<file path="config.mk">
export PLATFORM = sky130hd
export DESIGN_NAME = tcgr_queue
export DESIGN_NICKNAME = d
export VERILOG_FILES = /design/src/hw/rtl/tcgr_pkg.sv /design/src/hw/rtl/tcgr_queue.sv
export SDC_FILE = /design/constraint.sdc
export NUM_CORES = 1
export LEC_CHECK = 0
export ABC_CLOCK_PERIOD_IN_PS = 1890
export BUFFER_PORTS_ARGS = -buffer_cell sky130_fd_sc_hd__buf_4
export CAP_MARGIN = 40
export CORE_ASPECT_RATIO = 0.9
export CORE_MARGIN = 2
export CORE_UTILIZATION = 46
export DETAILED_ROUTE_END_ITERATION = 6
export GPL_ROUTABILITY_DRIVEN = 0
export PLACE_DENSITY = 0.77
export SYNTH_ARGS = -nofsm -noshare
export SYNTH_HDL_FRONTEND = slang
export SYNTH_SLANG_ARGS = --single-unit
</file>
<file path="constraint.sdc">
create_clock -name clk -period 1.89 [get_ports clk]
set_input_delay 0.2835 -clock clk [delete_from_list [all_inputs] [get_ports clk]]
set_output_delay 0.2835 -clock clk [all_outputs]
set_load 0.02 [all_outputs]
</file>
<file path="src/hw/rtl/tcgr_pkg.sv">
`timescale 1ns / 1ps

package tcgr_pkg;

	// Fixed geometry of a character cell and of the framebuffer pixels.
	localparam int CURSOR_W   = 10;
	localparam int CELL_W     = 9;
	localparam int PIX_BYTES  = 4;
	localparam int CELL_BYTES = CELL_W * PIX_BYTES;
	localparam int ADDR_W     = 48;
	localparam int COL_OFF_W  = 16;

	// Defaults for the module parameters.
	localparam int DEF_GLYPH_ROWS  = 16;
	localparam int DEF_GLYPH_COUNT = 256;

	// Item codes.
	localparam logic       FUNC_LOAD  = 1'b0;
	localparam logic       FUNC_PRINT = 1'b1;
	localparam logic [7:0] CHAR_NEWLINE = 8'd10;

	// Configuration register indexes.
	localparam int CFG_INDEX_W = 2;
	localparam logic [CFG_INDEX_W-1:0] REG_BASE_ADDRESS  = 2'd0;
	localparam logic [CFG_INDEX_W-1:0] REG_PITCH_BYTES   = 2'd1;
	localparam logic [CFG_INDEX_W-1:0] REG_SCREEN_WIDTH  = 2'd2;
	localparam logic [CFG_INDEX_W-1:0] REG_SCREEN_HEIGHT = 2'd3;

	typedef struct packed {
		logic        func;
		logic [11:0] font_address;
		logic [7:0]  font_byte;
		logic [7:0]  char_code;
	} in_item_t;

	typedef struct packed {
		logic [ADDR_W-1:0] write_address;
		logic [7:0]        ink_mask;
		logic              last;
	} out_item_t;

	typedef struct packed {
		logic [ADDR_W-1:0] base_address;
		logic [15:0]       pitch_bytes;
		logic [13:0]       screen_width;
		logic [13:0]       screen_height;
	} cfg_t;

	// One character to draw, at the cursor it was printed at.
	typedef struct packed {
		logic [7:0]          char_code;
		logic [CURSOR_W-1:0] row;
		logic [CURSOR_W-1:0] col;
	} job_t;

endpackage

</file>
<file path="src/hw/rtl/tcgr_queue.sv">
`timescale 1ns / 1ps

module tcgr_queue (
	input  logic            clk,
	input  logic            arst_n,
	input  logic            push,
	input  tcgr_pkg::job_t  push_job,
	input  logic            pop,
	output tcgr_pkg::job_t  head_job,
	output logic            full,
	output logic            empty
);

	import tcgr_pkg::*;

	job_t       entry_q [2];
	logic       wr_ptr_q;
	logic       rd_ptr_q;
	logic [1:0] count_q;

	assign full     = (count_q == 2'd2);
	assign empty    = (count_q == 2'd0);
	assign head_job = entry_q[rd_ptr_q];

	// Two-entry queue of characters between the front and the back end.
	always_ff @(posedge clk or negedge arst_n) begin
		if (!arst_n) begin
			wr_ptr_q <= 1'b0;
			rd_ptr_q <= 1'b0;
			count_q  <= 2'd0;
		end else begin
			if (push) begin
				wr_ptr_q <= ~wr_ptr_q;
			end
			if (pop) begin
				rd_ptr_q <= ~rd_ptr_q;
			end
			if (push && !pop) begin
				count_q <= count_q + 2'd1;
			end else if (pop && !push) begin
				count_q <= count_q - 2'd1;
			end
		end
	end

	always_ff @(posedge clk) begin
		if (push) begin
			entry_q[wr_ptr_q] <= push_job;
		end
	end

endmodule

</file>
After elaboration in Yosys (flattened, before gate mapping)

Memories as Yosys holds them, arrays and structs flattened.
Index checks and enable logic that the tools add are counted.

Word-level logic and storage cells: 19
Bits in registers: 4
Output and inout port bits: 30
Input port bits: 32
Bits in writable memories: 56
Memories kept: 1

Memories:

| memory  | words | width | rd ports | clocked after Yosys merged registers in | write ports | line             | source |
|---|---|---|---|---|---|---|---|
| entry_q | 2     | 28    | 1        | 0                                       | 1           | tcgr_queue.sv:16 | `job_t entry_q [2];` |

Bitwise logic cells: 2
Equal/unequal tests: 1
Multiplexer cells: 4
Add/sub/neg operators: 2
Reductions and logical operators: 6

Operator list:

| kind                                                                | number |
|---|---|
| 2-bit two-way mux                                                   | 2 |
| 2-bit by 1-bit adder with 2-bit output (second input constant)      | 1 |
| 2-bit equality test (second input constant)                         | 1 |
| 1-bit logical AND                                                   | 2 |
| 1-bit zero test                                                     | 2 |
| 2-bit zero test                                                     | 1 |
| 1-bit two-way mux                                                   | 2 |
| 1-bit NOT                                                           | 2 |
| 2-bit nonzero test                                                  | 1 |
| 2-bit by 1-bit subtractor with 2-bit output (second input constant) | 1 |

Logic depth before layout (Yosys ltp)

Gate-level depths: netlist of the first run.

Word-level depth: 4
Depth in mapped cells: 5
Mapped depth without buffers: 5

Worst setup path before layout of the first run

OpenSTA, ideal clock, no wires.

Path kind: register -> register
From: register wr_ptr_q
To: memory entry_q[0][0] in the netlist's numbering, enable pin
Library setup time: 0.416 ns
Stages on the path, launching flop included: 2
Arrival: 1.666 ns
Clock period less this slack: 2.082 ns
Required time: 1.474 ns
Path slack: -0.192 ns
Path buffers: 0
Path through: dfrtp_1 nor2b_1

RTL lines:

| what                   | line             | source |
|---|---|---|
| start, declared        | tcgr_queue.sv:17 | `logic wr_ptr_q;` |
| start signal, assigned | tcgr_queue.sv:33 | `wr_ptr_q <= ~wr_ptr_q;` |
| end, declared          | tcgr_queue.sv:16 |  |

Straight into the memory's write port.

==> flow_summary.yaml, run 1 <==
synth:
  synth_xor_area_share_pct: 1.942
  synth_compound_area_share_pct: 0
  synth-seq-cells: 60
  async_flop_share_pct: 6.667
  synth_area_um2: 2255
  synth_cell_types: 14
  synth_top_area_share_pct: 74.58
  synth_top_family_by_area: "multiplexers"
  muxShareOfSynthArea_pct: 15.65
  synth_fa_ha_area_share_pct: 0.5549
  synthFlopType: "edfxtp_1"
  yosysTopAreaCell: "edfxtp_1"
  syn_nets: 136
  synthCells: 103
  synth_common_cells: "edfxtp_1, mux2_2, mux2_4"
  synth_edf_count: 56
  ys_warn_count: 0
  synth-simple-area-share_pct: 1.165
  post-synth-top-count-cell: "edfxtp_1"
  syn_avg_cell_area_um2: 21.89
  ys_seq_area_share_pct: 79.02
  synth_area_leaders: "edfxtp_1, mux2_2, mux2_4"
detailed_routing:
  vias_per_cell: 4.696
  avgRoutedWirePerCell_um: 14.95
  drt_iter0_drc: 39
  drcViolationCount: 0
  totalWireLength_um: 3692
  ant_nets: 0
  num_vias: 1160
  drt-pass1-iter-count: 4
sta:
  tightestPinTransition_ns: 0.3913
  finalHoldViolations: 0
  fin_ws_ns: 0.1443
  max_freq_ghz: 0.5728
  rsz0062_at_grt: "false"
  period_share_pct: 92.37
  finalSetupTns_ns: 0
  drv_slew: 0
  fin_skew_ns: 0.002796
  setup_violations: 0
  period_needed_ns: 1.746
  slew_headroom_pct: 73.92
worst_setup_path:
  critPathBufInv: 2
  cpMostUsedCell: "buf_4"
  crit_family: "buffers and inverters"
  max_stage_delay_ns: 0.38
  cp_max_fo: 16
  critPathArrivalTime_ns: 1.46
  endpoint_kind: "output port"
  crit_type: "register to output port"
  worstSetupStartpointType: "register"
  worstPathCellList: "buf_4 -> mux2_2 -> buf_4"
  cp_slowest_cell: "mux2_2"
  required_ns: 1.61
power:
  power_density_nw_per_um2: 1498
  power.leakage_nw: 1.179
  max-vdd-ir-drop_v: 0.0008259
placed_design:
  port_buffers: 61
  dp_cells: 230
  preCtsSetupSlack_ns: 0.4670
  hpwl_um: 2492
  placed_area_um2: 2793
final_layout:
  nNetsFinal: 210
  stdcell_area_um2: 2975
  n_antenna_cell: 0
  area_growth_pct: 31.96
  multi_input_comb_area_um2: 437.9
  nFillCells: 372
  layout-drive-gt1-share_pct: 58.79
  stdcell_count: 247
  seq_area_um2: 1782
global_route:
  grt_pass1_wl_um: 6134
  grt_antenna_before_repair: 0
  track_usage_pct: 15.26
  grt_pass1_vias: 1296
  gr-total-overflow: 0
  grt_max_degree: 29
floorplanning:
  die_area_um2: 5478
  core.rowCount: 24
  die_y_um: 70.42
  num_io_pins: 62
  core_area_um2: 4775
  start_util_pct: 47.22
  fp.dieW_um: 77.80
clock_network:
  cts_resized: 0
  numCtsBuffers: 9
  post_cts_buffers: 0
  clockRootBuffer: "clkbuf_8"
  worstSkewPairLatency_ns: 0.32
  clkTransAtPathRegs_ns: 0.06
  tritoncts: "done"
  cts.htree.levels: 3
  clock-sinks: 60
  cts_hold_buf: 1
  cts_buffer_depth: 2
hold_path:
  hold_path_class: "primary input to register"
job:
  max-cap-violations: 0
outcome:
  status: "finished clean"
==> kinds of logic after synthesis <==
family,count (synthesis)
XOR/XNOR,5
adder cells (fa/ha/maj),1
multiplexers,28
AND/OR/NAND/NOR,5
flip-flops,60
buffers and inverters,4
==> layer usage <==
metal | vias to the layer above | wire (um) | GRT usage [%]
li1 | 543 | - | -
met1 | 559 | 1539 | 18.47
met2 | 54 | 1810 | 24.04
met3 | 4 | 305 | 5.814
met4 | 0 | 36 | 7.341
met5 | - | 0 | 0
==> final timing paths <==
path | cells after the start | to | start | slack [ns]
hold reg to reg | 1 | count_q[1] | count_q[1] | 0.49
hold / removal | 1 | entry_q[0][17] | push_job[17] | 0.15
setup reg to reg | 2 | entry_q[1][6] | wr_ptr_q | 0.66
max in group asynchronous | 2 | rd_ptr_q | arst_n | 1.50
setup / recovery | 3 | head_job[22] | rd_ptr_q | 0.14
min in group asynchronous | 2 | count_q[0] | arst_n | 0.29
==> final cells by class <==
cell class | instances | area share, %
clock buffer | 14 | 5.467
timing repair buffer | 66 | 16.74
clock inverter | 2 | 0.3364
inverter | 1 | 0.1262
sequential | 60 | 59.88
multi-input combinational | 39 | 14.72
tap | 65 | 2.733
==> cells in the final DEF, fill, tap and decap left out, drive strengths merged <==
cell type | synthesis | routed
dlygate4sd3 | 0 | 1
buf | 3 | 65
xnor2 | 1 | 1
clkinv | 0 | 2
mux2 | 28 | 28
xor2 | 4 | 4
clkbuf | 0 | 14
inv | 1 | 1
nor2 | 2 | 2
nor2b | 2 | 2
dfrtp | 4 | 4
ha | 1 | 1
edfxtp | 56 | 56
and2 | 1 | 1
==> sequential cells by signal, indices dropped and copies added (netlist names) <==
signal / flops
count_q: 2
entry_q: 56
rd_ptr_q: 1
wr_ptr_q: 1
==> stage by stage <==
step	hold slack (ns)	util [%]	total power, mW
final	0.1474	62.32	4.457
after global routing	0.1272	62.32	4.694
after detailed placement	0.08248	58.49	3.534
after CTS	0.1290	62.32	4.524
after global placement	0.08172	58.49	3.491
after floorplan	-0.01209	-	2.952
==> where the power goes <==
group          switching (mW)  total [mW]  internal [mW]
Combinational           0.839        1.62          0.781
Clock                   0.429       0.974          0.544
Sequential             0.0880        1.86           1.77
No activity file was read; power rests on OpenSTA's default activity.
==> run 2, diff against run 1 <==
- ABC_CLOCK_PERIOD_IN_PS: 1890 -> 1500
- clock period: 1.89 -> 1.5 ns (I/O delays scaled with it)
==> flow_summary.yaml, run 2 (same netlist as run 1, synthesis figures left out) <==
outcome:
  status: "finished, violations left"
  failed_checks: "negative setup slack"
clock_network:
  clkTransAtPathRegs_ns: 0.06
  cts.htree.levels: 3
  clock-sinks: 60
  tritoncts: "done"
  cts_buffer_depth: 2
  numCtsBuffers: 9
  worstSkewPairLatency_ns: 0.32
  post_cts_buffers: 0
  clockRootBuffer: "clkbuf_8"
sta:
  period_needed_ns: 1.645
  tightestPinTransition_ns: 0.2439
  finalHoldViolations: 0
  slew_headroom_pct: 83.74
  period_share_pct: 109.7
  max_freq_ghz: 0.6079
  setup_violations: 28
  fin_ws_ns: -0.1451
  rsz0062_at_grt: "true"
  fin_skew_ns: 0.003844
  drv_slew: 0
floorplanning:
  fp.dieW_um: 77.80
  core.rowCount: 24
  num_io_pins: 62
  die_area_um2: 5478
  start_util_pct: 47.22
  die_y_um: 70.42
  core_area_um2: 4775
power:
  p_sw_mw: 1.877
  combPwrFrac_pct: 41.8
  clock_power_share_pct: 19.0
  max-vdd-ir-drop_v: 0.0009463
  p_sw_share_pct: 30.87
  power.leakage_nw: 1.287
  power_density_nw_per_um2: 1913
  p_int_mw: 4.203
  seq_power_share_pct: 39.2
  power_mw: 6.079
global_route:
  grt_max_degree: 22
  grt_antenna_before_repair: 0
  grt_pass1_vias: 1289
  track_usage_pct: 14.67
  gr-total-overflow: 0
  grt_pass1_wl_um: 5858
final_layout:
  reg_top3: "entry_q x56, count_q x2"
  area_growth_pct: 40.95
  final_cell_mix: "edfxtp_1, buf_4, buf_6"
  layout_commonest_cell: "edfxtp_1"
  nNetsFinal: 215
  top_register: "entry_q"
  layout-drive-gt1-share_pct: 60.96
  largest_reg_flops: 56
  n_antenna_cell: 0
  stdcell_count: 252
detailed_routing:
  drt_iter0_drc: 65
  totalWireLength_um: 3929
  drcViolationCount: 0
  avgRoutedWirePerCell_um: 15.59
  drt-pass1-iter-count: 5
  num_vias: 1172
  ant_nets: 0
  vias_per_cell: 4.651
worst_setup_path:
  cp_max_fo: 8
  required_ns: 1.27
  endpoint_kind: "output port"
  crit_type: "register to output port"
  critPathArrivalTime_ns: 1.42
  worstSetupStartpointType: "register"
placed_design:
  hpwl_um: 2644
  port_buffers: 61
  dp_cells: 234
  preCtsSetupSlack_ns: 0.1818
hold_path:
  hold_path_class: "primary input to register"
job:
  max-cap-violations: 0
-- run 2: changes by cell type in the layout (fill, tap and decap cells not counted), moves of 2 or more --
| cell | before | now |
|---|---|---|
| buf_4 | 65 | 39 |
| clkbuf_8 | 11 | 9 |
| buf_6 | 0 | 29 |
| mux2_2 | 18 | 9 |
| mux2_4 | 10 | 19 |
| clkinv_2 | 2 | 4 |
| clkbuf_1 | 3 | 1 |
-- run 2: power by group through the flow --
| stage | combinational [mW] | clock, mW | sequential, mW |
|---|---|---|---|
| after detailed placement | 2.15 | 0 | 2.40 |
| after CTS | 2.25 | 1.19 | 2.36 |
| after global placement | 2.11 | 0 | 2.37 |
| after global routing | 2.66 | 1.28 | 2.42 |
| final | 2.54 | 1.15 | 2.39 |
| after floorplan | 1.37 | 0 | 2.36 |
-- run 2: repair_timing --
action,4_1_cts,5_1_grt
endpoints found under the setup margin,28,28
hold endpoints to repair,4,0
resized for setup,11,28
hold buffers,1,0
gates cloned,0,1
-- run 2: layout make-up --
class / count / area, um2
clock buffer: 10 / 127.6
clock inverter: 6 / 31.28
fill: 315 / 1597
inverter: 1 / 3.754
multi-input combinational: 39 / 476.7
sequential: 60 / 1783
tap: 65 / 81.33
timing repair buffer: 71 / 674.4
-- run 2: per-layer routing --
metal / track usage (%) / vias up / share of wire [%]
met5: 0 / - / 0
met4: 8.730 / 0 / 1.3
met3: 4.780 / 5 / 6.3
met2: 23.85 / 55 / 50
met1: 16.90 / 557 / 42
li1: - / 555 / -
-- run 2: critical path, cell delays in order, from the launching register on --
cell	delay, ns
dfrtp_2	0.44
buf_6	0.18
mux2_2	0.35
buf_6	0.13
-- run 2: path summary, 6_finish.rpt --
check,from,end,slack [ns],cells after the start
worst max-delay path,rd_ptr_q,head_job[14],-0.15,3
worst min-delay path,push_job[14],entry_q[1][14],0.08,1
worst max register to register,wr_ptr_q,entry_q[1][19],0.30,2
min in group asynchronous,arst_n,wr_ptr_q,0.23,2
max in group asynchronous,arst_n,rd_ptr_q,1.16,2
worst min register to register,count_q[1],count_q[1],0.50,1
-- run 2: through the flow --
| step | utilization [%] | setup TNS [ns] | hold slack [ns] | cell area, um2 |
|---|---|---|---|---|
| CTS | 63.89 | -3.892 | 0.06560 | 3050 |
| detailed placement | 59.49 | 0 | 0.02476 | 2840 |
| floorplan | - | -0.5400 | -0.07059 | 2262 |
| global route | 66.56 | -4.691 | 0.06102 | 3178 |
| finish | 66.56 | -3.546 | 0.08180 | 3178 |
| global placement | 59.49 | 0 | 0.02425 | 2840 |
