## config.mk

```make
export PLATFORM = sky130hd
export DESIGN_NAME = tcgr_front
export DESIGN_NICKNAME = d
export VERILOG_FILES = /design/src/hw/rtl/tcgr_pkg.sv /design/src/hw/rtl/tcgr_front.sv
export SDC_FILE = /design/constraint.sdc
export NUM_CORES = 1
export LEC_CHECK = 0
export BUFFER_PORTS_ARGS = -buffer_cell sky130_fd_sc_hd__clkbuf_2
export CORE_AREA = 5 5 95 97
export CTS_BUF_LIST = sky130_fd_sc_hd__clkbuf_4
export DETAILED_ROUTE_END_ITERATION = 10
export DIE_AREA = 0 0 100 102
export HOLD_SLACK_MARGIN = 0.15
export PLACE_DENSITY_LB_ADDON = 0.05
export RECOVER_POWER = 50
export SLEW_MARGIN = 0
export SYNTH_ARGS = -nofsm -noshare
export SYNTH_HDL_FRONTEND = slang
export SYNTH_SLANG_ARGS = --single-unit
```

## constraint.sdc

```tcl
create_clock -name clk -period 21.8 [get_ports clk]
set_input_delay 4.36 -clock clk [delete_from_list [all_inputs] [get_ports clk]]
set_output_delay 4.36 -clock clk [all_outputs]
set_load 0.02 [all_outputs]
```

## src/hw/rtl/tcgr_pkg.sv

```systemverilog
`timescale 1ns / 1ps

package tcgr_pkg;

	// Fixed geometry of a character cell and of the framebuffer pixels.
	localparam int CURSOR_W   = 10;
	localparam int CELL_W     = 9;
	localparam int PIX_BYTES  = 4;
	localparam int CELL_BYTES = CELL_W * PIX_BYTES;
	localparam int ADDR_W     = 48;
	localparam int COL_OFF_W  = 16;

	// Defaults for the module parameters.
	localparam int DEF_GLYPH_ROWS  = 16;
	localparam int DEF_GLYPH_COUNT = 256;

	// Item codes.
	localparam logic       FUNC_LOAD  = 1'b0;
	localparam logic       FUNC_PRINT = 1'b1;
	localparam logic [7:0] CHAR_NEWLINE = 8'd10;

	// Configuration register indexes.
	localparam int CFG_INDEX_W = 2;
	localparam logic [CFG_INDEX_W-1:0] REG_BASE_ADDRESS  = 2'd0;
	localparam logic [CFG_INDEX_W-1:0] REG_PITCH_BYTES   = 2'd1;
	localparam logic [CFG_INDEX_W-1:0] REG_SCREEN_WIDTH  = 2'd2;
	localparam logic [CFG_INDEX_W-1:0] REG_SCREEN_HEIGHT = 2'd3;

	typedef struct packed {
		logic        func;
		logic [11:0] font_address;
		logic [7:0]  font_byte;
		logic [7:0]  char_code;
	} in_item_t;

	typedef struct packed {
		logic [ADDR_W-1:0] write_address;
		logic [7:0]        ink_mask;
		logic              last;
	} out_item_t;

	typedef struct packed {
		logic [ADDR_W-1:0] base_address;
		logic [15:0]       pitch_bytes;
		logic [13:0]       screen_width;
		logic [13:0]       screen_height;
	} cfg_t;

	// One character to draw, at the cursor it was printed at.
	typedef struct packed {
		logic [7:0]          char_code;
		logic [CURSOR_W-1:0] row;
		logic [CURSOR_W-1:0] col;
	} job_t;

endpackage

```

## src/hw/rtl/tcgr_front.sv

```systemverilog
`timescale 1ns / 1ps

module tcgr_front #(
	parameter int GLYPH_ROWS  = tcgr_pkg::DEF_GLYPH_ROWS,
	parameter int GLYPH_COUNT = tcgr_pkg::DEF_GLYPH_COUNT
) (
	input  logic                                         clk,
	input  logic                                         arst_n,
	input  logic                                         push,
	output logic                                         full,
	input  tcgr_pkg::in_item_t                           in_item,
	input  tcgr_pkg::cfg_t                               cfg,
	input  logic                                         reads_idle,
	input  logic                                         job_full,
	output logic                                         job_push,
	output tcgr_pkg::job_t                               job,
	output logic                                         font_we,
	output logic [$clog2(GLYPH_COUNT*GLYPH_ROWS)-1:0]    font_waddr,
	output logic [7:0]                                   font_wdata
);

	import tcgr_pkg::*;

	localparam int FONT_DEPTH = GLYPH_COUNT * GLYPH_ROWS;
	localparam int FONT_AW    = $clog2(FONT_DEPTH);
	localparam int COL_SPAN_W = 15;
	localparam int ROW_SPAN_W = $clog2(1024 * GLYPH_ROWS + 1);

	in_item_t            item_q;
	logic                item_valid_q;
	logic [CURSOR_W-1:0] col_q;
	logic [CURSOR_W-1:0] row_q;

	logic                is_load;
	logic                is_newline;
	logic                go;
	logic                load_in_range;
	logic [CURSOR_W-1:0] col_inc;
	logic [COL_SPAN_W-1:0] col_span;
	logic                col_wrap;
	logic [CURSOR_W-1:0] row_adv;
	logic [CURSOR_W-1:0] col_adv;
	logic [ROW_SPAN_W-1:0] row_span;
	logic                bottom_wrap;

	// Classify the held item and decide whether it can leave this cycle.
	// A font load waits until no queued character still has glyph rows to read.
	assign is_load    = (item_q.func == FUNC_LOAD);
	assign is_newline = (item_q.char_code == CHAR_NEWLINE);

	always_comb begin
		if (is_load) begin
			go = item_valid_q && reads_idle;
		end else if (is_newline) begin
			go = item_valid_q;
		end else begin
			go = item_valid_q && !job_full;
		end
	end

	assign full = item_valid_q && !go;

	// Font store write; addresses beyond the store are dropped.
	assign load_in_range = (32'(item_q.font_address) < 32'(FONT_DEPTH));
	assign font_we       = go && is_load && load_in_range;
	assign font_waddr    = FONT_AW'(32'(item_q.font_address));
	assign font_wdata    = item_q.font_byte;

	// Characters other than a newline go to the back end with the current cursor.
	assign job_push      = go && !is_load && !is_newline;
	assign job.char_code = item_q.char_code;
	assign job.row       = row_q;
	assign job.col       = col_q;

	// Cursor advance: wrap to the next line when the next cell would not fit.
	assign col_inc  = col_q + CURSOR_W'(1);
	assign col_span = COL_SPAN_W'({1'b0, col_inc} + 11'd1) * COL_SPAN_W'(CELL_W);
	assign col_wrap = (col_span > COL_SPAN_W'(cfg.screen_width));

	always_comb begin
		if (is_newline || col_wrap) begin
			row_adv = row_q + CURSOR_W'(1);
			col_adv = '0;
		end else begin
			row_adv = row_q;
			col_adv = col_inc;
		end
	end

	// Back to the top when the line's cell would run past the bottom.
	assign row_span    = ROW_SPAN_W'({1'b0, row_adv} + 11'd1) * ROW_SPAN_W'(GLYPH_ROWS);
	assign bottom_wrap = (row_span > ROW_SPAN_W'(cfg.screen_height));

	always_ff @(posedge clk or negedge arst_n) begin
		if (!arst_n) begin
			item_valid_q <= 1'b0;
			col_q        <= '0;
			row_q        <= '0;
		end else begin
			if (push && !full) begin
				item_valid_q <= 1'b1;
			end else if (go) begin
				item_valid_q <= 1'b0;
			end
			if (go && !is_load) begin
				if (bottom_wrap) begin
					row_q <= '0;
					col_q <= '0;
				end else begin
					row_q <= row_adv;
					col_q <= col_adv;
				end
			end
		end
	end

	always_ff @(posedge clk) begin
		if (push && !full) begin
			item_q <= in_item;
		end
	end

endmodule

```

Word-level counts from Yosys, hierarchy flattened

Index checks and enable logic that the tools add are counted.

Flip-flop bits (word level): 50
Input bits: 126

Add/sub/neg operators: 4
Multiply operators: 1
Magnitude comparators: 2
Equality and inequality tests: 1
Mux-type cells: 8
Bitwise gates (word level): 1
Reductions and logical operators: 13

Operators by type and width:

| operator              | count |
|---|---|
| $mux 10               | 4 |
| $gt 15x14->1          | 2 |
| $add 10x1->11 const B | 2 |
| $add 10x1->10 const B | 2 |
| $mul 11x4->15 const B | 1 |
| $eq 8x4->1 const B    | 1 |
| $logic_and 1x1->1     | 7 |
| $logic_not 1->1       | 4 |
| $mux 1                | 4 |
| $reduce_bool 2->1     | 1 |
| $logic_or 1x1->1      | 1 |
| $not 1->1             | 1 |

Longest topological paths before layout

Gate-level depths: netlist of run 1.

Depth after elaboration: 9
Depth in mapped cells: 46
Gate-level depth less buffers: 45

Least setup slack after synthesis of run 1

Ideal clock, no wire load.

Path kind: input to output
From: input port job_full
To: output port job_push
Arrival: 5.217 ns
Required time: 17.440 ns
Path slack: 12.223 ns
Stages: 4
Cells stage by stage: nand2_1 -> nand3_1 -> clkbuf_1 -> a21oi_1

Word-level cells in the longest chain between the ends: 6

Ends and longest elaborated chain:

| element                         | RTL line         | RTL |
|---|---|---|
| from (decl)                     | tcgr_front.sv:14 | `input logic job_full,` |
| $logic_not 1->1                 | tcgr_front.sv:57 | `go = item_valid_q && !job_full;` |
| $logic_and 1x1->1               | tcgr_front.sv:57 |  |
| $mux 1                          | tcgr_front.sv:54 | `end else if (is_newline) begin` |
| $mux 1                          | tcgr_front.sv:52 | `if (is_load) begin` |
| $logic_and 1x1->1 (2 in series) | tcgr_front.sv:70 | `assign job_push = go && !is_load && !is_newline;` |
| to (decl)                       | tcgr_front.sv:15 | `output logic job_push,` |

Every way passes these cells.

Final worst setup path of run 1

Same ends and word-level chain as after synthesis.

==> results of run 1 <==
per-layer routing:
| layer | track usage, % | up-vias |
|---|---|---|
| met2 | 30.2 | 117 |
| met4 | 4.04 | 0 |
| met3 | 3.34 | 7 |
| met1 | 29.3 | 1685 |
| met5 | 0 | - |
| li1 | - | 1809 |
path summary, 6_finish.rpt:
check	startpoint	slack (ns)	cells past startpoint	to
max	job_full	11.57	5	job_push
min	col_q[9]$_DFFE_PN0P_	0.57	2	col_q[9]$_DFFE_PN0P_
max reg2reg	col_q[0]$_DFFE_PN0P_	11.95	45	col_q[4]$_DFFE_PN0P_
min reg2reg	col_q[9]$_DFFE_PN0P_	0.57	2	col_q[9]$_DFFE_PN0P_
max in group asynchronous	arst_n	16.90	1	col_q[9]$_DFFE_PN0P_
min in group asynchronous	arst_n	4.16	1	row_q[2]$_DFFE_PN0P_
layout by cell type, fill, tap and decap left out, types with 4 or more instances in the layout:
master and n:
clkbuf_2 110, nand2_1 43, ha_1 39, inv_1 38
nor2_1 29, edfxtp_1 29, xnor2_1 28, o21ai_0 27
dfrtp_1 21, a21oi_1 18, nand3_1 17, xor2_1 11
a211oi_1 10, nand4_1 10, nor3_1 8, o31ai_1 7
and3_1 6, o211ai_1 6, and2_1 5, clkbuf_4 5
o21a_1 4, nand2b_1 4, o21bai_1 4, a21o_1 4
sequential cells by signal (all words and copies together) (netlist names):
signal and cells:
col_q 10, job 8, item_valid_q 1, font_waddr 12
item_q 1, row_q 10, font_wdata 8
through the flow:
stage | total power [uW] | setup WS [ns] | instance area [um^2] | util (%) | cells
floorplan | 344 | 12.22 | 4330 | - | 474
global placement | 391 | 11.64 | 4700 | 58.4 | 642
detailed placement | 401 | 11.57 | 4700 | 58.4 | 642
CTS | 451 | 11.59 | 4770 | 59.2 | 650
global route | 491 | 11.24 | 4760 | 59.1 | 650
finish | 448 | 11.57 | 4760 | 59.1 | 650
worst min-delay path: cells and delay by family (launching register included):
family | cells | cell delay (ns)
compound gates | 1 | 0.06
simple gates | 1 | 0.06
flops | 1 | 0.42
layout make-up:
type / count / area [um^2]
Fill cell: 757 / 3290
Multi-Input combinational cell: 336 / 2460
Sequential cell: 50 / 1400
Timing Repair Buffer: 113 / 562
Inverter: 38 / 143
Tap cell: 105 / 131
Clock buffer: 5 / 37.5
Clock inverter: 3 / 28.8
kinds of logic (layout without fill, tap and decap cells):
family	after synthesis	count (layout)	synth area share (%)
and+or+nand+nor	142	142	16.4
xor gates and xnor gates	40	40	8.27
DFF	50	50	32.3
muxes	1	1	0.260
adders and majority gates	40	40	11.7
AOI/OAI and AO/OA	113	113	20.2
buffers and inverters	88	159	10.9
power by group:
group | switching (uW) | internal, uW
sequential | 21.3 | 111
combinational | 153 | 114
clock | 34.5 | 13.9
==> impl_metrics.toml, run 1 <==
[logic_synthesis]
synth.most_common_cell = "nand2_1"
synth_largest_area_cell = "edfxtp_1"
synth-seq-cells = 50
yosysWarnings = 0
syn_avg_cell_area_um2 = 9.13
synth_area_leaders = "edfxtp_1 (20%), dfrtp_1 (12%), ha_1 (11%), xnor2_1 (5.7%), buf_4 (5.4%)"
seq_area_frac_synth_pct = 32.3
syn_nets = 640
synth_top_area_share_pct = 20.1
synth_flop_cell = "edfxtp_1"
synth_edf_count = 29
yosysUniqueCellTypes = 63
syn_area_um2 = 4330
async_flop_share_pct = 42.0
synthCells = 474
ys_top_cells_by_count = "nand2_1 (43), ha_1 (39), inv_1 (38)"

[sta]
fin_crit_ns = 10.23
tightestPinTransition_ns = 1.46
finalSetupViolations = 0
whs_ns = 0.568
slew_violations = 0
finalCritPeriodShare_pct = 46.9
setup_tns_ns = 0
maxSlewHeadroom_pct = 2.66
timing_hold_violations_final = 0
rsz0062_at_grt = "false"
max_freq_mhz = 97.8
fin_worst_skew_ns = 0.0247

[critical_path]
arrival_ns = 5.87
path_class = "in -> out"
critical_path_buf_inv_count = 2
critPathSlowestCell = "nand3_1"
crit_path_start_kind = "input pin"
critPathCaptureType = "output port"
crit_fanout = 26
slowest_delay_ns = 0.74
required_ns = 17.44
critPathTopFamily = "simple AND/OR/NAND/NOR gates"
worst_path_most_repeated_cell = "clkbuf_2"
crit_chain = "clkbuf_2 -> nand2_1 -> nand3_1 -> a21oi_1 -> clkbuf_2"

[layout]
n_antenna_cell = 0
drive_gt1_share_pct = 25.5
area_delta_synth_final_pct = 10.0
finalNetCount = 710

[floorplanning]
pin_count = 177
die_w_um = 100
num_rows = 33
fp.dieH_um = 102
core_um2 = 8050
dieArea_um2 = 10200
start_util_pct = 53.8

[clock_network]
clk_pin_slew_ns = 0.15
post-cts-setup-buffers = 0
hold_buffers = 0
cts_sinks = 50
htreeDepth = 2
cts_tree = "done"
clk_latency_ns = 0.39
cts_made_buffers = 5
clockRootBuffer = "clkbuf_4"
cts_resized = 0
cts_max_path_buffers = 2

[route]
firstDrtPassIters = 4
wl_met1_mm = 4.63
highest_layer = "met4"
wl_met3_um = 801
wl_mm = 9.95
drc_errors = 0
wl_met2_mm = 4.44
viasPerCell = 5.57
first_iter_violations = 170
route.vias.total = 3618
final_antenna_net_count = 0
wl_per_cell_um = 15.3

[power_and_ir_drop]
cellPowerDensity_nw_per_um2 = 94.1
cellLeakagePower_uw = 0.00218
peakVddDrop_uv = 79.5

[outcome]
outcome = "finished, final reports clean"

[global_routing]
grt_usage_pct = 19.6
overflow = 0
grt_antenna_before_repair = 0
grt_max_degree = 30
grt_pass1_vias = 3330
grt_pass1_wl_mm = 16.3

[job]
cap_violations = 0

[placed_design]
io_buffers = 112
gp_congestion = 0.849
dp_hpwl_mm = 7.96

[min_path]
hold_class = "reg -> reg"
Power figures use the tool's default switching activity.
==> run 2, diff against run 1 <==
--- a/config.mk
+++ b/config.mk
@@ -6,10 +6,10 @@
 export NUM_CORES = 1
 export LEC_CHECK = 0
 export BUFFER_PORTS_ARGS = -buffer_cell sky130_fd_sc_hd__clkbuf_2
-export CORE_AREA = 5 5 95 97
+export CORE_AREA = 5 5 99 101
 export CTS_BUF_LIST = sky130_fd_sc_hd__clkbuf_4
 export DETAILED_ROUTE_END_ITERATION = 10
-export DIE_AREA = 0 0 100 102
+export DIE_AREA = 0 0 104 106
 export HOLD_SLACK_MARGIN = 0.15
 export PLACE_DENSITY_LB_ADDON = 0.05
 export RECOVER_POWER = 50
==> constraint.sdc (replaced) <==
create_clock -name clk -period 10.2 [get_ports clk]
set_input_delay 2.04 -clock clk [delete_from_list [all_inputs] [get_ports clk]]
set_output_delay 2.04 -clock clk [all_outputs]
set_load 0.02 [all_outputs]
==> impl_metrics.toml, run 2 (synthesized netlist as in run 1, its figures left out) <==
[critical_path]
critPathCaptureType = "flip-flop"
critPathSlowestCell = "dfrtp_1"
crit_fanout = 13
path_class = "reg -> reg"
crit_path_start_kind = "flip-flop"
required_ns = 10.51
slowest_delay_ns = 0.61
arrival_ns = 9.82
worst_path_most_repeated_cell = "nand2_1"

[layout]
layout_common_cells = "clkbuf_2 (97), nand2_1 (43), ha_1 (39), inv_1 (38)"
finalNetCount = 712
fillCellCount = 875
drive_gt1_share_pct = 23.4
area_delta_synth_final_pct = 10.2
largest_reg_flops = 12
n_antenna_cell = 0
final_common_cell = "clkbuf_2"
multi_input_area_um2 = 2460
seq_area_um2 = 1400

[route]
final_antenna_net_count = 0
first_iter_violations = 231
wl_per_cell_um = 15.2
firstDrtPassIters = 5
viasPerCell = 5.58
drc_errors = 0
route.vias.total = 3674
wl_mm = 10.0

[sta]
timing_hold_violations_final = 0
finalCritPeriodShare_pct = 93.3
slew_violations = 0
fin_crit_ns = 9.51
tightestPinTransition_ns = 1.18
fin_worst_skew_ns = 0.0403
setup_tns_ns = 0
whs_ns = 0.566
max_freq_mhz = 105
finalSetupViolations = 0
maxSlewHeadroom_pct = 21.6
rsz0062_at_grt = "false"

[power_and_ir_drop]
power_uw = 957
cellLeakagePower_uw = 0.00215
p_sw_share_pct = 46.6
intPower_uw = 511
power_switching_uw = 446
sequentialPowerShare_pct = 29.6
cellPowerDensity_nw_per_um2 = 201
peakVddDrop_uv = 127
power_frac_clock_pct = 11.1
comb_power_share_pct = 59.3

[clock_network]
clk_pin_slew_ns = 0.16
htreeDepth = 2
hold_buffers = 0
cts_tree = "done"
cts_sinks = 50
clockRootBuffer = "clkbuf_4"
cts_made_buffers = 5
cts_resized = 0
post-cts-setup-buffers = 0
cts_max_path_buffers = 2
clk_latency_ns = 0.41

[global_routing]
grt_pass1_wl_mm = 16.2
grt_antenna_before_repair = 0
grt_max_degree = 27
grt_usage_pct = 17.4
overflow = 0
grt_pass1_vias = 3316

[placed_design]
gp_congestion = 0.845
io_buffers = 112
dp_hpwl_mm = 7.96

[floorplanning]
core_um2 = 8930
start_util_pct = 48.4
die_w_um = 104
pin_count = 177
fp.dieH_um = 106
num_rows = 35
dieArea_um2 = 11000

[min_path]
hold_class = "reg -> reg"

[job]
cap_violations = 0

[outcome]
outcome = "finished, final reports clean"
run 2: cell type report:
cell class / instances / area share [%]
clock buffers: 5 / 0.787
inverters: 38 / 2.99
repair buffers: 115 / 11.8
clock inverters: 3 / 0.604
flip-flops and latches: 50 / 29.3
multi-input cells: 336 / 51.6
well taps: 111 / 2.91
run 2: worst paths after layout:
path	startpoint	to	slack (ns)	depth (start not counted)
worst min-delay path	col_q[9]$_DFFE_PN0P_	col_q[9]$_DFFE_PN0P_	0.57	2
max in group asynchronous	arst_n	col_q[8]$_DFFE_PN0P_	7.65	1
worst max-delay path	col_q[0]$_DFFE_PN0P_	col_q[2]$_DFFE_PN0P_	0.69	46
worst min register to register	col_q[9]$_DFFE_PN0P_	col_q[9]$_DFFE_PN0P_	0.57	2
worst max register to register	col_q[0]$_DFFE_PN0P_	col_q[2]$_DFFE_PN0P_	0.69	46
min in group asynchronous	arst_n	row_q[1]$_DFFE_PN0P_	1.80	1
run 2: worst max-delay path: cells and delay by family, from the launching register on:
| family | cells | cell delay (ns) |
|---|---|---|
| AO/OA/AOI/OAI | 17 | 3.07 |
| AND/OR/NAND/NOR | 17 | 2.58 |
| adder cells (fa/ha/maj) | 6 | 1.94 |
| flip-flops | 1 | 0.61 |
| XOR/XNOR | 3 | 0.47 |
| buffers and inverters | 2 | 0.45 |
| multiplexers | 1 | 0.31 |
run 2: stage by stage:
step	instances	setup WS, ns	instance area (um^2)	utilization (%)
floorplan	474	1.89	4330	-
global placement	650	0.930	4720	52.9
detailed placement	650	0.805	4720	52.9
CTS	658	0.721	4790	53.6
global route	658	0.0533	4770	53.4
finish	658	0.686	4770	53.4
run 2: power by group through the flow:
stage	clock, uW	sequential [uW]	combinational [uW]
2_1_floorplan	0	276	459
3_3_place_gp	0	286	552
3_5_place_dp	0	287	563
4_1_cts	108	283	569
5_1_grt	117	291	633
6_report	107	283	567
run 2: layer usage:
metal / vias up / track usage [%] / share of wire (%)
met3: 8 / 4.13 / 7.8
met2: 144 / 25.2 / 41
li1: 1815 / - / -
met4: 0 / 3.05 / 0.95
met1: 1707 / 26.5 / 50
met5: - / 0 / 0
