**src/hw/rtl/tcgr_pkg.sv**
```systemverilog
`timescale 1ns / 1ps

package tcgr_pkg;

	// Fixed geometry of a character cell and of the framebuffer pixels.
	localparam int CURSOR_W   = 10;
	localparam int CELL_W     = 9;
	localparam int PIX_BYTES  = 4;
	localparam int CELL_BYTES = CELL_W * PIX_BYTES;
	localparam int ADDR_W     = 48;
	localparam int COL_OFF_W  = 16;

	// Defaults for the module parameters.
	localparam int DEF_GLYPH_ROWS  = 16;
	localparam int DEF_GLYPH_COUNT = 256;

	// Item codes.
	localparam logic       FUNC_LOAD  = 1'b0;
	localparam logic       FUNC_PRINT = 1'b1;
	localparam logic [7:0] CHAR_NEWLINE = 8'd10;

	// Configuration register indexes.
	localparam int CFG_INDEX_W = 2;
	localparam logic [CFG_INDEX_W-1:0] REG_BASE_ADDRESS  = 2'd0;
	localparam logic [CFG_INDEX_W-1:0] REG_PITCH_BYTES   = 2'd1;
	localparam logic [CFG_INDEX_W-1:0] REG_SCREEN_WIDTH  = 2'd2;
	localparam logic [CFG_INDEX_W-1:0] REG_SCREEN_HEIGHT = 2'd3;

	typedef struct packed {
		logic        func;
		logic [11:0] font_address;
		logic [7:0]  font_byte;
		logic [7:0]  char_code;
	} in_item_t;

	typedef struct packed {
		logic [ADDR_W-1:0] write_address;
		logic [7:0]        ink_mask;
		logic              last;
	} out_item_t;

	typedef struct packed {
		logic [ADDR_W-1:0] base_address;
		logic [15:0]       pitch_bytes;
		logic [13:0]       screen_width;
		logic [13:0]       screen_height;
	} cfg_t;

	// One character to draw, at the cursor it was printed at.
	typedef struct packed {
		logic [7:0]          char_code;
		logic [CURSOR_W-1:0] row;
		logic [CURSOR_W-1:0] col;
	} job_t;

endpackage

```
**src/hw/rtl/tcgr_back.sv**
```systemverilog
`timescale 1ns / 1ps

module tcgr_back #(
	parameter int GLYPH_ROWS  = tcgr_pkg::DEF_GLYPH_ROWS,
	parameter int GLYPH_COUNT = tcgr_pkg::DEF_GLYPH_COUNT
) (
	input  logic                                         clk,
	input  logic                                         arst_n,
	input  tcgr_pkg::cfg_t                               cfg,
	input  tcgr_pkg::job_t                               head_job,
	input  logic                                         job_empty,
	output logic                                         job_pop,
	output logic                                         active,
	output logic                                         font_re,
	output logic [$clog2(GLYPH_COUNT*GLYPH_ROWS)-1:0]    font_raddr,
	input  logic [7:0]                                   font_rdata,
	output logic                                         empty,
	input  logic                                         pop,
	output tcgr_pkg::out_item_t                          out_item
);

	import tcgr_pkg::*;

	localparam int FONT_AW = $clog2(GLYPH_COUNT * GLYPH_ROWS);
	localparam int ROW_W   = (GLYPH_ROWS > 1) ? $clog2(GLYPH_ROWS) : 1;
	localparam int Y_W     = $clog2(1024 * GLYPH_ROWS);
	localparam int PROD_W  = Y_W + 16;
	localparam int SUM_W   = PROD_W + 1;

	// Row sequencer state.
	logic                active_q;
	logic [ROW_W-1:0]    r_q;
	logic [FONT_AW-1:0]  glyph_base_q;
	logic [CURSOR_W-1:0] row_q;
	logic [CURSOR_W-1:0] col_q;

	// Pipeline registers.
	logic                valid_s2, valid_s3, valid_s4, out_valid_q;
	logic [Y_W-1:0]      y_s2;
	logic [CURSOR_W-1:0] col_s2;
	logic                last_s2, last_s3, last_s4;
	logic [PROD_W-1:0]   prod_s3;
	logic [COL_OFF_W-1:0] col_off_s3;
	logic [7:0]          mask_s3, mask_s4;
	logic [SUM_W-1:0]    sum_s4;

	logic                advance;
	logic                last_row;
	logic                load_job;
	logic [8:0]          char_ext;
	logic [8:0]          glyph_idx;
	logic [15:0]         pitch4;

	// The whole pipeline moves while the output register is free or being taken.
	assign advance  = !out_valid_q || pop;
	assign last_row = (r_q == ROW_W'(GLYPH_ROWS - 1));
	assign load_job = advance && !job_empty && (!active_q || last_row);
	assign job_pop  = load_job;
	assign active   = active_q;

	// Glyph index is the character code, less the glyph count once when it is not below it.
	assign char_ext  = {1'b0, head_job.char_code};
	assign glyph_idx = (char_ext >= 9'(GLYPH_COUNT)) ? char_ext - 9'(GLYPH_COUNT) : char_ext;

	assign font_re    = advance;
	assign font_raddr = glyph_base_q + FONT_AW'(r_q);

	assign pitch4 = {cfg.pitch_bytes[15:2], 2'b00};

	// Row sequencer: one glyph row per cycle while the pipeline advances; next job taken on the last row.
	always_ff @(posedge clk or negedge arst_n) begin
		if (!arst_n) begin
			active_q <= 1'b0;
			r_q      <= '0;
		end else if (load_job) begin
			active_q <= 1'b1;
			r_q      <= '0;
		end else if (advance && active_q) begin
			if (last_row) begin
				active_q <= 1'b0;
			end else begin
				r_q <= r_q + ROW_W'(1);
			end
		end
	end

	always_ff @(posedge clk) begin
		if (load_job) begin
			glyph_base_q <= FONT_AW'(glyph_idx) * FONT_AW'(GLYPH_ROWS);
			row_q        <= head_job.row;
			col_q        <= head_job.col;
		end
	end

	// Valid bits of the pipeline.
	always_ff @(posedge clk or negedge arst_n) begin
		if (!arst_n) begin
			valid_s2    <= 1'b0;
			valid_s3    <= 1'b0;
			valid_s4    <= 1'b0;
			out_valid_q <= 1'b0;
		end else if (advance) begin
			valid_s2    <= active_q;
			valid_s3    <= valid_s2;
			valid_s4    <= valid_s3;
			out_valid_q <= valid_s4;
		end
	end

	// Address arithmetic: scan line, then pitch product and column offset, then their sum, then base.
	always_ff @(posedge clk) begin
		if (advance) begin
			y_s2    <= Y_W'(row_q) * Y_W'(GLYPH_ROWS) + Y_W'(r_q);
			col_s2  <= col_q;
			last_s2 <= last_row;

			prod_s3    <= PROD_W'(y_s2) * PROD_W'(pitch4);
			col_off_s3 <= COL_OFF_W'(col_s2) * COL_OFF_W'(CELL_BYTES);
			mask_s3    <= font_rdata;
			last_s3    <= last_s2;

			sum_s4  <= SUM_W'(prod_s3) + SUM_W'(col_off_s3);
			mask_s4 <= mask_s3;
			last_s4 <= last_s3;

			out_item.write_address <= cfg.base_address + ADDR_W'(sum_s4);
			out_item.ink_mask      <= mask_s4;
			out_item.last          <= last_s4;
		end
	end

	assign empty = !out_valid_q;

endmodule

```
**config.mk**
```make
export PLATFORM = sky130hd
export DESIGN_NAME = tcgr_back
export DESIGN_NICKNAME = d
export VERILOG_FILES = /design/src/hw/rtl/tcgr_pkg.sv /design/src/hw/rtl/tcgr_back.sv
export SDC_FILE = /design/constraint.sdc
export NUM_CORES = 1
export LEC_CHECK = 0
export ABC_AREA = 0
export BUFFER_PORTS_ARGS = -buffer_cell sky130_fd_sc_hd__buf_4
export CORE_ASPECT_RATIO = 1.1
export CORE_MARGIN = 3
export CORE_UTILIZATION = 60
export DETAILED_ROUTE_END_ITERATION = 10
export GPL_TIMING_DRIVEN = 0
export PLACE_DENSITY = 0.91
export SKIP_LAST_GASP = 1
export SYNTH_ARGS = -nofsm -noshare
export SYNTH_HDL_FRONTEND = slang
export SYNTH_SLANG_ARGS = --single-unit
```
**constraint.sdc**
```tcl
create_clock -name clk -period 8.7 [get_ports clk]
set_clock_uncertainty 0.15 [all_clocks]
set_input_delay 1.305 -clock clk [delete_from_list [all_inputs] [get_ports clk]]
set_output_delay 1.305 -clock clk [all_outputs]
set_load 0.05 [all_outputs]
```
=== After elaboration in Yosys (flattened, before gate mapping) ===
Index checks and enable logic that the tools add are counted.

* Register bits after elaboration: 210
* Bits of input ports: 132

* Add/subtract/negate cells: 6
* Multiply operators: 2
* Magnitude comparators: 1
* Equal/unequal tests: 2
* Muxes and demuxes: 7
* Reduce and logical (&&, ||, !) cells: 12

{| class="wikitable"
|+ Operator list
! operator !! count
|-
| $add 48x31->48 || 1
|-
| $add 30x16->31 || 1
|-
| $mul 14x14->28 || 1
|-
| $add 14x4->14 || 1
|-
| $mul 10x4->14 const B || 1
|-
| $add 12x4->12 || 1
|-
| $mux 4 || 3
|-
| $ge 8x9->1 const B || 1
|-
| $mux 8 || 1
|-
| $sub 8x1->8 const B || 1
|-
| $add 4x1->4 const B || 1
|-
| $eq 4x4->1 const B || 1
|-
| $reduce_and 2->1 || 2
|-
| $reduce_bool 2->1 || 2
|-
| $logic_and 1x1->1 || 3
|-
| $logic_not 1->1 || 3
|-
| $mux 1 || 3
|-
| $logic_or 1x1->1 || 2
|-
| $ne 2x2->1 const B || 1
|}

=== Longest topological paths before layout ===
Gate-level depths: netlist of the first run.

* Depth after elaboration: 6
* Gate-level depth with buffers: 23

=== Worst setup path after synthesis of the first run ===
No wires, ideal clock.

* Kind: input port to flip-flop
* From: input port cfg[34] (netlist bit)
* To: register prod_s3[28], data pin
* Setup time: 0.140 ns
* Data arrival time: 6.634 ns
* Data required time: 8.410 ns
* Slack: 1.776 ns
* Stages: 21
* Cell sequence: clkbuf_1 and2_1 fa_1 inv_1 fa_1 inv_1 fa_1 fa_1 fa_1 inv_1 fa_1 inv_1 ha_1 a41oi_1 o21ai_0 a21oi_1 o31ai_1 a221oi_2 o211ai_1 a2111oi_2 nand4bb_1

* Cells in the longest elaborated chain, start to end: 1

{| class="wikitable"
|+ RTL lines
! element !! line !! text
|-
| start: declaration || tcgr_back.sv:9 || <nowiki>input tcgr_pkg::cfg_t cfg,</nowiki>
|-
| $mul 14x14->28 || tcgr_back.sv:117 || <nowiki>prod_s3 <= PROD_W'(y_s2) * PROD_W'(pitch4);</nowiki>
|-
| end signal: assignment || tcgr_back.sv:117 ||
|-
| end: declaration || tcgr_back.sv:42 || <nowiki>logic [PROD_W-1:0] prod_s3;</nowiki>
|}

No other way between the ends.
A chain may end at the register's enable or synchronous reset.

=== Worst setup path after layout of the first run ===
* From: input port cfg[36] (netlist bit)
* To: register prod_s3[28], data pin

Same word-level chain as after synthesis.

==> results of run 1 <==
-- kinds of logic after synthesis --
logic type,share of synthesized area
xor gates and xnor gates,0.0496
DFF,0.386
muxes,0.000701
buffers and inverters,0.0557
adders and majority gates,0.296
and+or+nand+nor,0.121
AOI/OAI and AO/OA,0.0902
-- path summary, 6_finish.rpt --
check                         start           to  cells past startpoint
max                         cfg[36]  prod_s3[28]                     21
min                        row_q[9]     y_s2[13]                      0
max reg2reg                 y_s2[6]  prod_s3[28]                     20
min reg2reg                row_q[9]     y_s2[13]                      0
max in group asynchronous    arst_n       r_q[0]                      1
min in group asynchronous    arst_n       active                      1
-- layer usage --
metal / up-vias / GRT usage / wire length [um]
met5: - / 0 / 0
met4: 0 / 0.0864 / 1170
met3: 96 / 0.0469 / 2710
met2: 515 / 0.448 / 18300
met1: 5495 / 0.297 / 13400
li1: 5239 / - / -
-- layout make-up --
type	instances	area, um^2	share of cell area
clock inverter	12	204	0.0109
sequential	208	6200	0.333
timing repair buffer	176	1360	0.0730
clock buffer	27	569	0.0305
tap	352	440	0.0236
inverter	202	763	0.0409
buffer	34	136	0.00731
multi-input combinational	993	8970	0.481
-- sequential cells by signal, summed over array words and instances, names as in the netlist, 4 cells and up --
name,flops
out_item,57
sum_s4,29
prod_s3,28
col_off_s3,14
y_s2,14
col_q,10
col_s2,10
row_q,10
glyph_base_q,8
mask_s3,8
mask_s4,8
r_q,4
-- critical path, cell delays in order --
cell and delay [ns]:
buf_4 0.11, clkbuf_1 0.52, nand2_1 0.16, fa_1 0.56
fa_1 0.45, fa_1 0.50, inv_1 0.06, fa_1 0.50
fa_1 0.54, inv_1 0.06, fa_1 0.54, inv_1 0.04
ha_1 0.38, a41oi_1 0.25, o21ai_0 0.12, a21oi_1 0.15
o31ai_1 0.16, a221oi_2 0.37, o211ai_1 0.21, a2111oi_2 0.34
nand4bb_1 0.17
-- placed cells by master, fill, tap and decap left out, types with 11 or more instances in the layout --
cell | netlist | layout
a21boi_0 | 11 | 11
a21o_1 | 13 | 13
a21oi_1 | 51 | 51
and2_1 | 100 | 100
and3_1 | 13 | 13
buf_4 | 0 | 174
clkbuf_1 | 32 | 37
clkbuf_16 | 0 | 22
edfxtp_1 | 199 | 199
fa_1 | 144 | 144
ha_1 | 150 | 150
inv_1 | 202 | 201
nand2_1 | 150 | 150
nand3_1 | 21 | 21
nor2_1 | 62 | 62
nor3_1 | 16 | 16
o21a_1 | 11 | 11
o21ai_0 | 38 | 38
o21bai_1 | 12 | 12
xnor2_1 | 66 | 66
xor2_1 | 25 | 25
-- per-stage QoR --
step                      setup WS [ns]  hold slack (ns)  cell area [um^2]
after floorplan                    1.78            0.250             16100
after global placement            0.545            0.251             17800
after detailed placement          0.941            0.255             17900
after CTS                          1.45            0.264             18600
after global routing               1.07            0.277             18600
final                              1.40            0.262             18600
-- cells in the mapped netlist (all sizes together) (9+ instances only) --
| cell | count |
|---|---|
| xor2 | 25 |
| a21o | 13 |
| o211ai | 10 |
| nand4 | 9 |
| nor2 | 62 |
| and3 | 13 |
| o21ai | 45 |
| o21a | 11 |
| a211oi | 12 |
| inv | 202 |
| and2 | 101 |
| xnor2 | 66 |
| a21oi | 53 |
| edfxtp | 199 |
| a31oi | 10 |
| clkbuf | 32 |
| nand3 | 21 |
| o21bai | 13 |
| nor3 | 16 |
| nand2 | 150 |
| ha | 150 |
| dfrtp | 9 |
| a21boi | 11 |
| fa | 144 |
==> flow_metrics.env, run 1 <==
export IMPL_outcome="finished clean"
export IMPL_core_area_mm2=0.0262
export IMPL_yosysUniqueCellTypes=65
export IMPL_grt_overflow_total=0
export IMPL_finalCritPeriodShare=0.839
export IMPL_place_congestion=0.933
export IMPL_diodes=0
export IMPL_final_net_count=2063
export IMPL_slew_headroom=0.396
export IMPL_worstHoldPathType="register to register"
export IMPL_antenna_found_initial=0
export IMPL_post_cts_resized=0
export IMPL_wl_per_cell_um=17.7
export IMPL_crit_type="input port to register"
export IMPL_worst_setup_path_start_kind="input port"
export IMPL_crit_fanout=10
export IMPL_postCtsSetupBuffers=0
export IMPL_port_buffer_count=174
export IMPL_synth_seq_cells=208
export IMPL_syn_nets=1863
export IMPL_max_freq_mhz=137
export IMPL_via_count=11300
export IMPL_min_period_ns=7.30
export IMPL_dp_hpwl_um=27500
export IMPL_drt_wl_total_um=35600
export IMPL_synthCells=1437
export IMPL_drc=0
export IMPL_cts_buffers=22
export IMPL_fillCellCount=1788
export IMPL_die_w_um=162
export IMPL_ant_nets=0
export IMPL_cts_tree="done"
export IMPL_grt_pass1_wl_um=57500
export IMPL_start_util=0.612
export IMPL_die_y_um=178
export IMPL_grt_max_degree=100
export IMPL_tns_ns=0
export IMPL_maxCapViolCount=0
export IMPL_async_flop_share=0.0433
export IMPL_drv_slew=0
export IMPL_vias_per_cell=5.66
export IMPL_cts_root_buffer="clkbuf_16"
export IMPL_synth_top_cell_area_share=0.372
export IMPL_rows=62
export IMPL_clockBufferDepth=3
export IMPL_die_area_mm2=0.0288
export IMPL_critPathRequiredTime_ns=8.92
export IMPL_cp_end_kind="register"
export IMPL_drt_iter0_drc=733
export IMPL_postLayoutCoreUtil=0.711
export IMPL_fin_cells=2004
export IMPL_htreeDepth=1
export IMPL_track_usage=0.248
export IMPL_rsz0062_at_grt="false"
export IMPL_syn_area_per_cell_um2=11.2
export IMPL_setup_violations=0
export IMPL_arrival_ns=7.52
export IMPL_clk_pin_slew_worst_paths_ns=0.06
export IMPL_synth_edf_count=199
export IMPL_yosysWarningCount=0
export IMPL_clk_latency_ns=0.52
export IMPL_synth_top_area_cell="edfxtp_1"
export IMPL_area_growth_pct=16.1
export IMPL_ys_seq_area_frac=0.386
export IMPL_drtPass1Iterations=5
export IMPL_syn_area_mm2=0.0161
export IMPL_layout_drive_gt1_share=0.141
export IMPL_worst_pin_slew_ns=0.905
export IMPL_hold_viol_final=0
export IMPL_grt_pass1_vias=11900
export IMPL_io_pins=205
export IMPL_ys_flop_type="edfxtp_1"
export IMPL_hold_buffers=0
export IMPL_place_inst=1965
export IMPL_synthTopCellsByArea="edfxtp_1 37%, fa_1 18%, ha_1 12%"
export IMPL_cts_sinks=208
export IMPL_r2r_slack_ns=1.81
Power of run 1 is not shown: default switching activity piles up to over one toggle a cycle in this logic, so the estimate is an artifact.
==> run 2, diff against run 1 <==
- clock period: 8.7 -> 7.3 ns (I/O delays scaled with it)
==> run 2 against run 1 <==
Compared with the run above: utilization fell by 0.052 points; global-route usage barely moved; clock-buffer cell count did not move; final cell count fell by 0.20%; register-to-register slack got worse by 1.4 ns; critical endpoint is now prod_s3[29].
==> flow_metrics.env, run 2 (synthesized netlist as in run 1, its figures left out) <==
export IMPL_min_period_ns=7.05
export IMPL_slew_headroom=0.397
export IMPL_worst_pin_slew_ns=0.905
export IMPL_max_freq_mhz=142
export IMPL_final_cell_mix="201 x inv_1, 199 x edfxtp_1, 174 x buf_4"
export IMPL_crit_path_start="cfg[34]"
export IMPL_crit_fanout=10
export IMPL_finalCritPeriodShare=0.965
export IMPL_path_buf_inv=6
export IMPL_maxCapViolCount=0
export IMPL_critPathRequiredTime_ns=7.41
export IMPL_die_y_um=178
export IMPL_core_area_mm2=0.0262
export IMPL_drv_slew=0
export IMPL_dp_hpwl_um=27500
export IMPL_cts_tree="done"
export IMPL_crit_family="adder cells"
export IMPL_drc=0
export IMPL_top_register="out_item"
export IMPL_cp_cell_sequence="buf_4 -> clkbuf_1 -> and2_1 -> fa_1 -> inv_1 -> fa_1 -> inv_1 -> fa_1 -> fa_1 -> fa_1 -> inv_1 -> fa_1 -> inv_1 -> ha_1 -> nand2_1 -> nor3_1 -> o311ai_0 -> nand3_1 -> a31oi_1 -> o31ai_1 -> a21oi_1 -> xnor2_1"
export IMPL_grt_overflow_total=0
export IMPL_ant_nets=0
export IMPL_place_inst=1965
export IMPL_htreeDepth=1
export IMPL_worstHoldPathType="input port to asynchronous set/reset pin"
export IMPL_post_cts_resized=0
export IMPL_grt_pass1_wl_um=57500
export IMPL_grt_max_degree=100
export IMPL_largest_reg_flops=57
export IMPL_clk_latency_ns=0.52
export IMPL_antenna_found_initial=0
export IMPL_start_util=0.612
export IMPL_critical_path_max_stage_delay_ns=0.57
export IMPL_io_pins=205
export IMPL_track_usage=0.248
export IMPL_rows=62
export IMPL_area_growth_pct=16.1
export IMPL_port_buffer_count=174
export IMPL_die_area_mm2=0.0288
export IMPL_layout_drive_gt1_share=0.142
export IMPL_slowest_stage="fa_1"
export IMPL_final_net_count=2059
export IMPL_drtPass1Iterations=6
export IMPL_cts_buffers=22
export IMPL_cts_root_buffer="clkbuf_16"
export IMPL_cp_common_cell="fa_1"
export IMPL_wl_per_cell_um=17.7
export IMPL_die_w_um=162
export IMPL_worst_setup_path_start_kind="input port"
export IMPL_drt_wl_total_um=35400
export IMPL_clk_pin_slew_worst_paths_ns=0.06
export IMPL_cp_end_kind="register"
export IMPL_via_count=11400
export IMPL_clockBufferDepth=3
export IMPL_postCtsSetupBuffers=0
export IMPL_top_regs="out_item: 57 flops, sum_s4: 29 flops, prod_s3: 28 flops"
export IMPL_arrival_ns=7.16
export IMPL_outcome="finished clean"
export IMPL_r2r_start="y_s2[5]"
export IMPL_layout_commonest_cell="inv_1"
export IMPL_cts_sinks=208
export IMPL_hold_buffers=0
export IMPL_rsz0062_at_grt="false"
export IMPL_hold_viol_final=0
export IMPL_grt_pass1_vias=11900
export IMPL_vias_per_cell=5.68
export IMPL_setup_violations=0
export IMPL_place_congestion=0.933
export IMPL_drt_iter0_drc=781
export IMPL_fin_cells=2000
export IMPL_diodes=0
export IMPL_crit_type="input port to register"
-- run 2: cell count changes in the layout (fill, tap and decap cells not counted) --
cell      delta
clkbuf_1     -5
clkbuf_2     +1
-- run 2: final timing paths --
kind	endpoint	slack [ns]	cells past startpoint
setup / recovery	prod_s3[29]	0.25	22
max in group asynchronous	r_q[0]	6.63	1
min in group clk	y_s2[13]	0.26	0
hold / removal	active	0.23	1
setup reg to reg	prod_s3[29]	0.42	20
hold reg to reg	y_s2[13]	0.26	0
-- run 2: final cells by class --
cell class / count / area [um^2]
multi-input combinational: 993 / 8970
fill: 1788 / 7580
sequential: 208 / 6200
timing repair buffer: 176 / 1360
inverter: 202 / 763
clock buffer: 27 / 569
tap: 352 / 440
clock inverter: 12 / 204
buffer: 30 / 123
-- run 2: metrics by stage --
stage	setup WS, ns	setup TNS [ns]	utilization	area (um^2)	hold slack, ns
after floorplan	0.586	0	-	16100	0.250
after global placement	-0.435	-0.707	0.679	17800	0.251
after detailed placement	-0.249	-0.560	0.682	17900	0.255
after CTS	0.262	0	0.711	18600	0.216
after global routing	0.00144	0	0.711	18600	0.220
final	0.252	0	0.711	18600	0.234
-- run 2: metal layers --
metal	wire length, um	track usage	vias to the layer above	share of wire
met5	0	0	-	0
met4	1180	0.0871	0	0.033
met3	2710	0.0469	97	0.077
met2	18200	0.448	523	0.51
met1	13300	0.296	5514	0.38
li1	-	-	5232	-
Power of run 2 is left out for the same reason.
==> run 3, diff against run 2 <==
- PLACE_DENSITY: 0.91 -> 0.88
==> run 3 against run 2 <==
Compared with the run above: sequential share of layout area rose by 0.15 points; global-route usage decreased by 0.80 points; clock-buffer cell count increased by 1; utilization down 0.31 points; die area did not move; worst hold slack gained 0.0074 ns; critical endpoint unchanged.
==> flow_metrics.env, run 3 (synthesized netlist as in run 1, its figures left out) <==
export IMPL_drt_iter0_drc=764
export IMPL_r2r_end="prod_s3[29]"
export IMPL_drt_wl_total_um=34300
export IMPL_drv_slew=0
export IMPL_cts_root_buffer="clkbuf_16"
export IMPL_whs_ns=0.242
export IMPL_cts_tree="done"
export IMPL_r2r_cells=23
export IMPL_top_register="out_item"
export IMPL_top_regs="out_item: 57 flops, sum_s4: 29 flops, prod_s3: 28 flops"
export IMPL_layout_drive_gt1_share=0.139
export IMPL_layout_commonest_cell="inv_1"
export IMPL_area_growth_pct=15.5
export IMPL_antenna_found_initial=0
export IMPL_cp_endpoint="prod_s3[29]"
export IMPL_largest_reg_flops=57
export IMPL_arrival_ns=7.25
export IMPL_wl_per_cell_um=17.1
export IMPL_clockBufferDepth=3
export IMPL_die_area_mm2=0.0288
export IMPL_worst_setup_path_start_kind="input port"
export IMPL_port_buffer_count=174
export IMPL_hold_viol_final=0
export IMPL_diodes=0
export IMPL_die_y_um=178
export IMPL_final_net_count=2060
export IMPL_rows=62
export IMPL_r2r_slack_ns=0.28
export IMPL_grt_pass1_wl_um=55500
export IMPL_drtPass1Iterations=5
export IMPL_final_cell_mix="201 x inv_1, 199 x edfxtp_1, 174 x buf_4"
export IMPL_crit_family="adder cells"
export IMPL_slew_headroom=0.346
export IMPL_htreeDepth=1
export IMPL_path_depth=24
export IMPL_worst_pin_slew_ns=0.969
export IMPL_critical_path_max_stage_delay_ns=0.53
export IMPL_core_area_mm2=0.0262
export IMPL_fillCellCount=1838
export IMPL_slowest_stage="fa_1"
export IMPL_finalCritPeriodShare=0.977
export IMPL_setup_violations=0
export IMPL_start_util=0.612
export IMPL_path_buf_inv=8
export IMPL_io_pins=205
export IMPL_crit_fanout=10
export IMPL_cp_end_kind="register"
export IMPL_critPathRequiredTime_ns=7.42
export IMPL_r2r_start="y_s2[6]"
export IMPL_clk_latency_ns=0.52
export IMPL_vias_per_cell=5.62
export IMPL_die_w_um=162
export IMPL_drc=0
export IMPL_max_freq_mhz=140
export IMPL_cts_buffers=23
export IMPL_rsz0062_at_grt="false"
export IMPL_clk_pin_slew_worst_paths_ns=0.06
export IMPL_via_count=11300
export IMPL_track_usage=0.240
export IMPL_grt_overflow_total=0
export IMPL_min_period_ns=7.13
export IMPL_grt_pass1_vias=11600
export IMPL_ant_nets=0
export IMPL_place_congestion=0.943
export IMPL_grt_max_degree=92
export IMPL_crit_path_start="cfg[33]"
export IMPL_crit_type="input port to register"
export IMPL_worstHoldPathType="input port to asynchronous set/reset pin"
export IMPL_cts_sinks=208
export IMPL_dp_hpwl_um=26800
export IMPL_cp_cell_sequence="buf_4 -> clkbuf_1 -> and2_1 -> fa_1 -> inv_1 -> fa_1 -> inv_1 -> fa_1 -> inv_1 -> fa_1 -> inv_1 -> fa_1 -> inv_1 -> fa_1 -> inv_1 -> ha_1 -> nand2_1 -> nor3_1 -> o311ai_0 -> nand3_1 -> a31oi_1 -> o31ai_1 -> a21oi_1 -> xnor2_1"
export IMPL_outcome="finished clean"
export IMPL_maxCapViolCount=0
run 3: final cells by class:
cell class / instances / area (um^2) / area share
inverters: 202 / 763 / 0.0411
plain buffers: 30 / 123 / 0.00661
clock buffers: 28 / 594 / 0.0320
flip-flops and latches: 208 / 6200 / 0.334
clock inverters: 12 / 96.3 / 0.00519
well taps: 352 / 440 / 0.0237
repair buffers: 176 / 1360 / 0.0734
multi-input cells: 993 / 8970 / 0.484
run 3: worst register-to-register path: cells and delay by family (launching register included):
family	cells	cell delay (ns)
adders and majority gates	7	3.43
and+or+nand+nor	4	0.97
DFF	1	0.50
xor gates and xnor gates	1	0.13
AOI/OAI and AO/OA	4	0.92
buffers and inverters	7	0.67
run 3: through the flow:
| stage | setup TNS, ns | std cells | util | worst slack, ns | area, um^2 |
|---|---|---|---|---|---|
| 2_1_floorplan | 0 | 1437 | - | 0.586 | 16100 |
| 3_3_place_gp | -0.804 | 1963 | 0.679 | -0.425 | 17800 |
| 3_5_place_dp | -0.847 | 1965 | 0.682 | -0.309 | 17900 |
| 4_1_cts | 0 | 2005 | 0.708 | 0.176 | 18600 |
| 5_1_grt | 0 | 2001 | 0.708 | 0.000610 | 18600 |
| 6_report | 0 | 2001 | 0.708 | 0.165 | 18600 |
run 3: worst min path at each step:
stage / start / endpoint / slack [ns] / cells after the start
2_1_floorplan: col_q[0] / col_s2[0] / 0.25 / 0
3_3_place_gp: row_q[2] / y_s2[6] / 0.25 / 0
3_5_place_dp: mask_s4[6] / out_item[7] / 0.25 / 0
4_1_cts: arst_n / r_q[1] / 0.22 / 1
5_1_grt: arst_n / r_q[3] / 0.22 / 1
6_report: arst_n / r_q[1] / 0.24 / 1
run 3: per-layer routing:
metal | vias up | track usage | wire length [um]
li1 | 5238 | - | -
met1 | 5503 | 0.288 | 13300
met2 | 425 | 0.432 | 17500
met3 | 85 | 0.0486 | 2440
met4 | 0 | 0.0786 | 1010
met5 | - | 0 | 0
run 3: repair_timing:
item                       4_1_cts  5_1_grt
resized for setup                0        2
setup endpoints to repair        0        3
hold buffers                     0        0
setup buffers                    0        0
hold endpoints to repair         0        0
Power of run 3 is left out for the same reason.
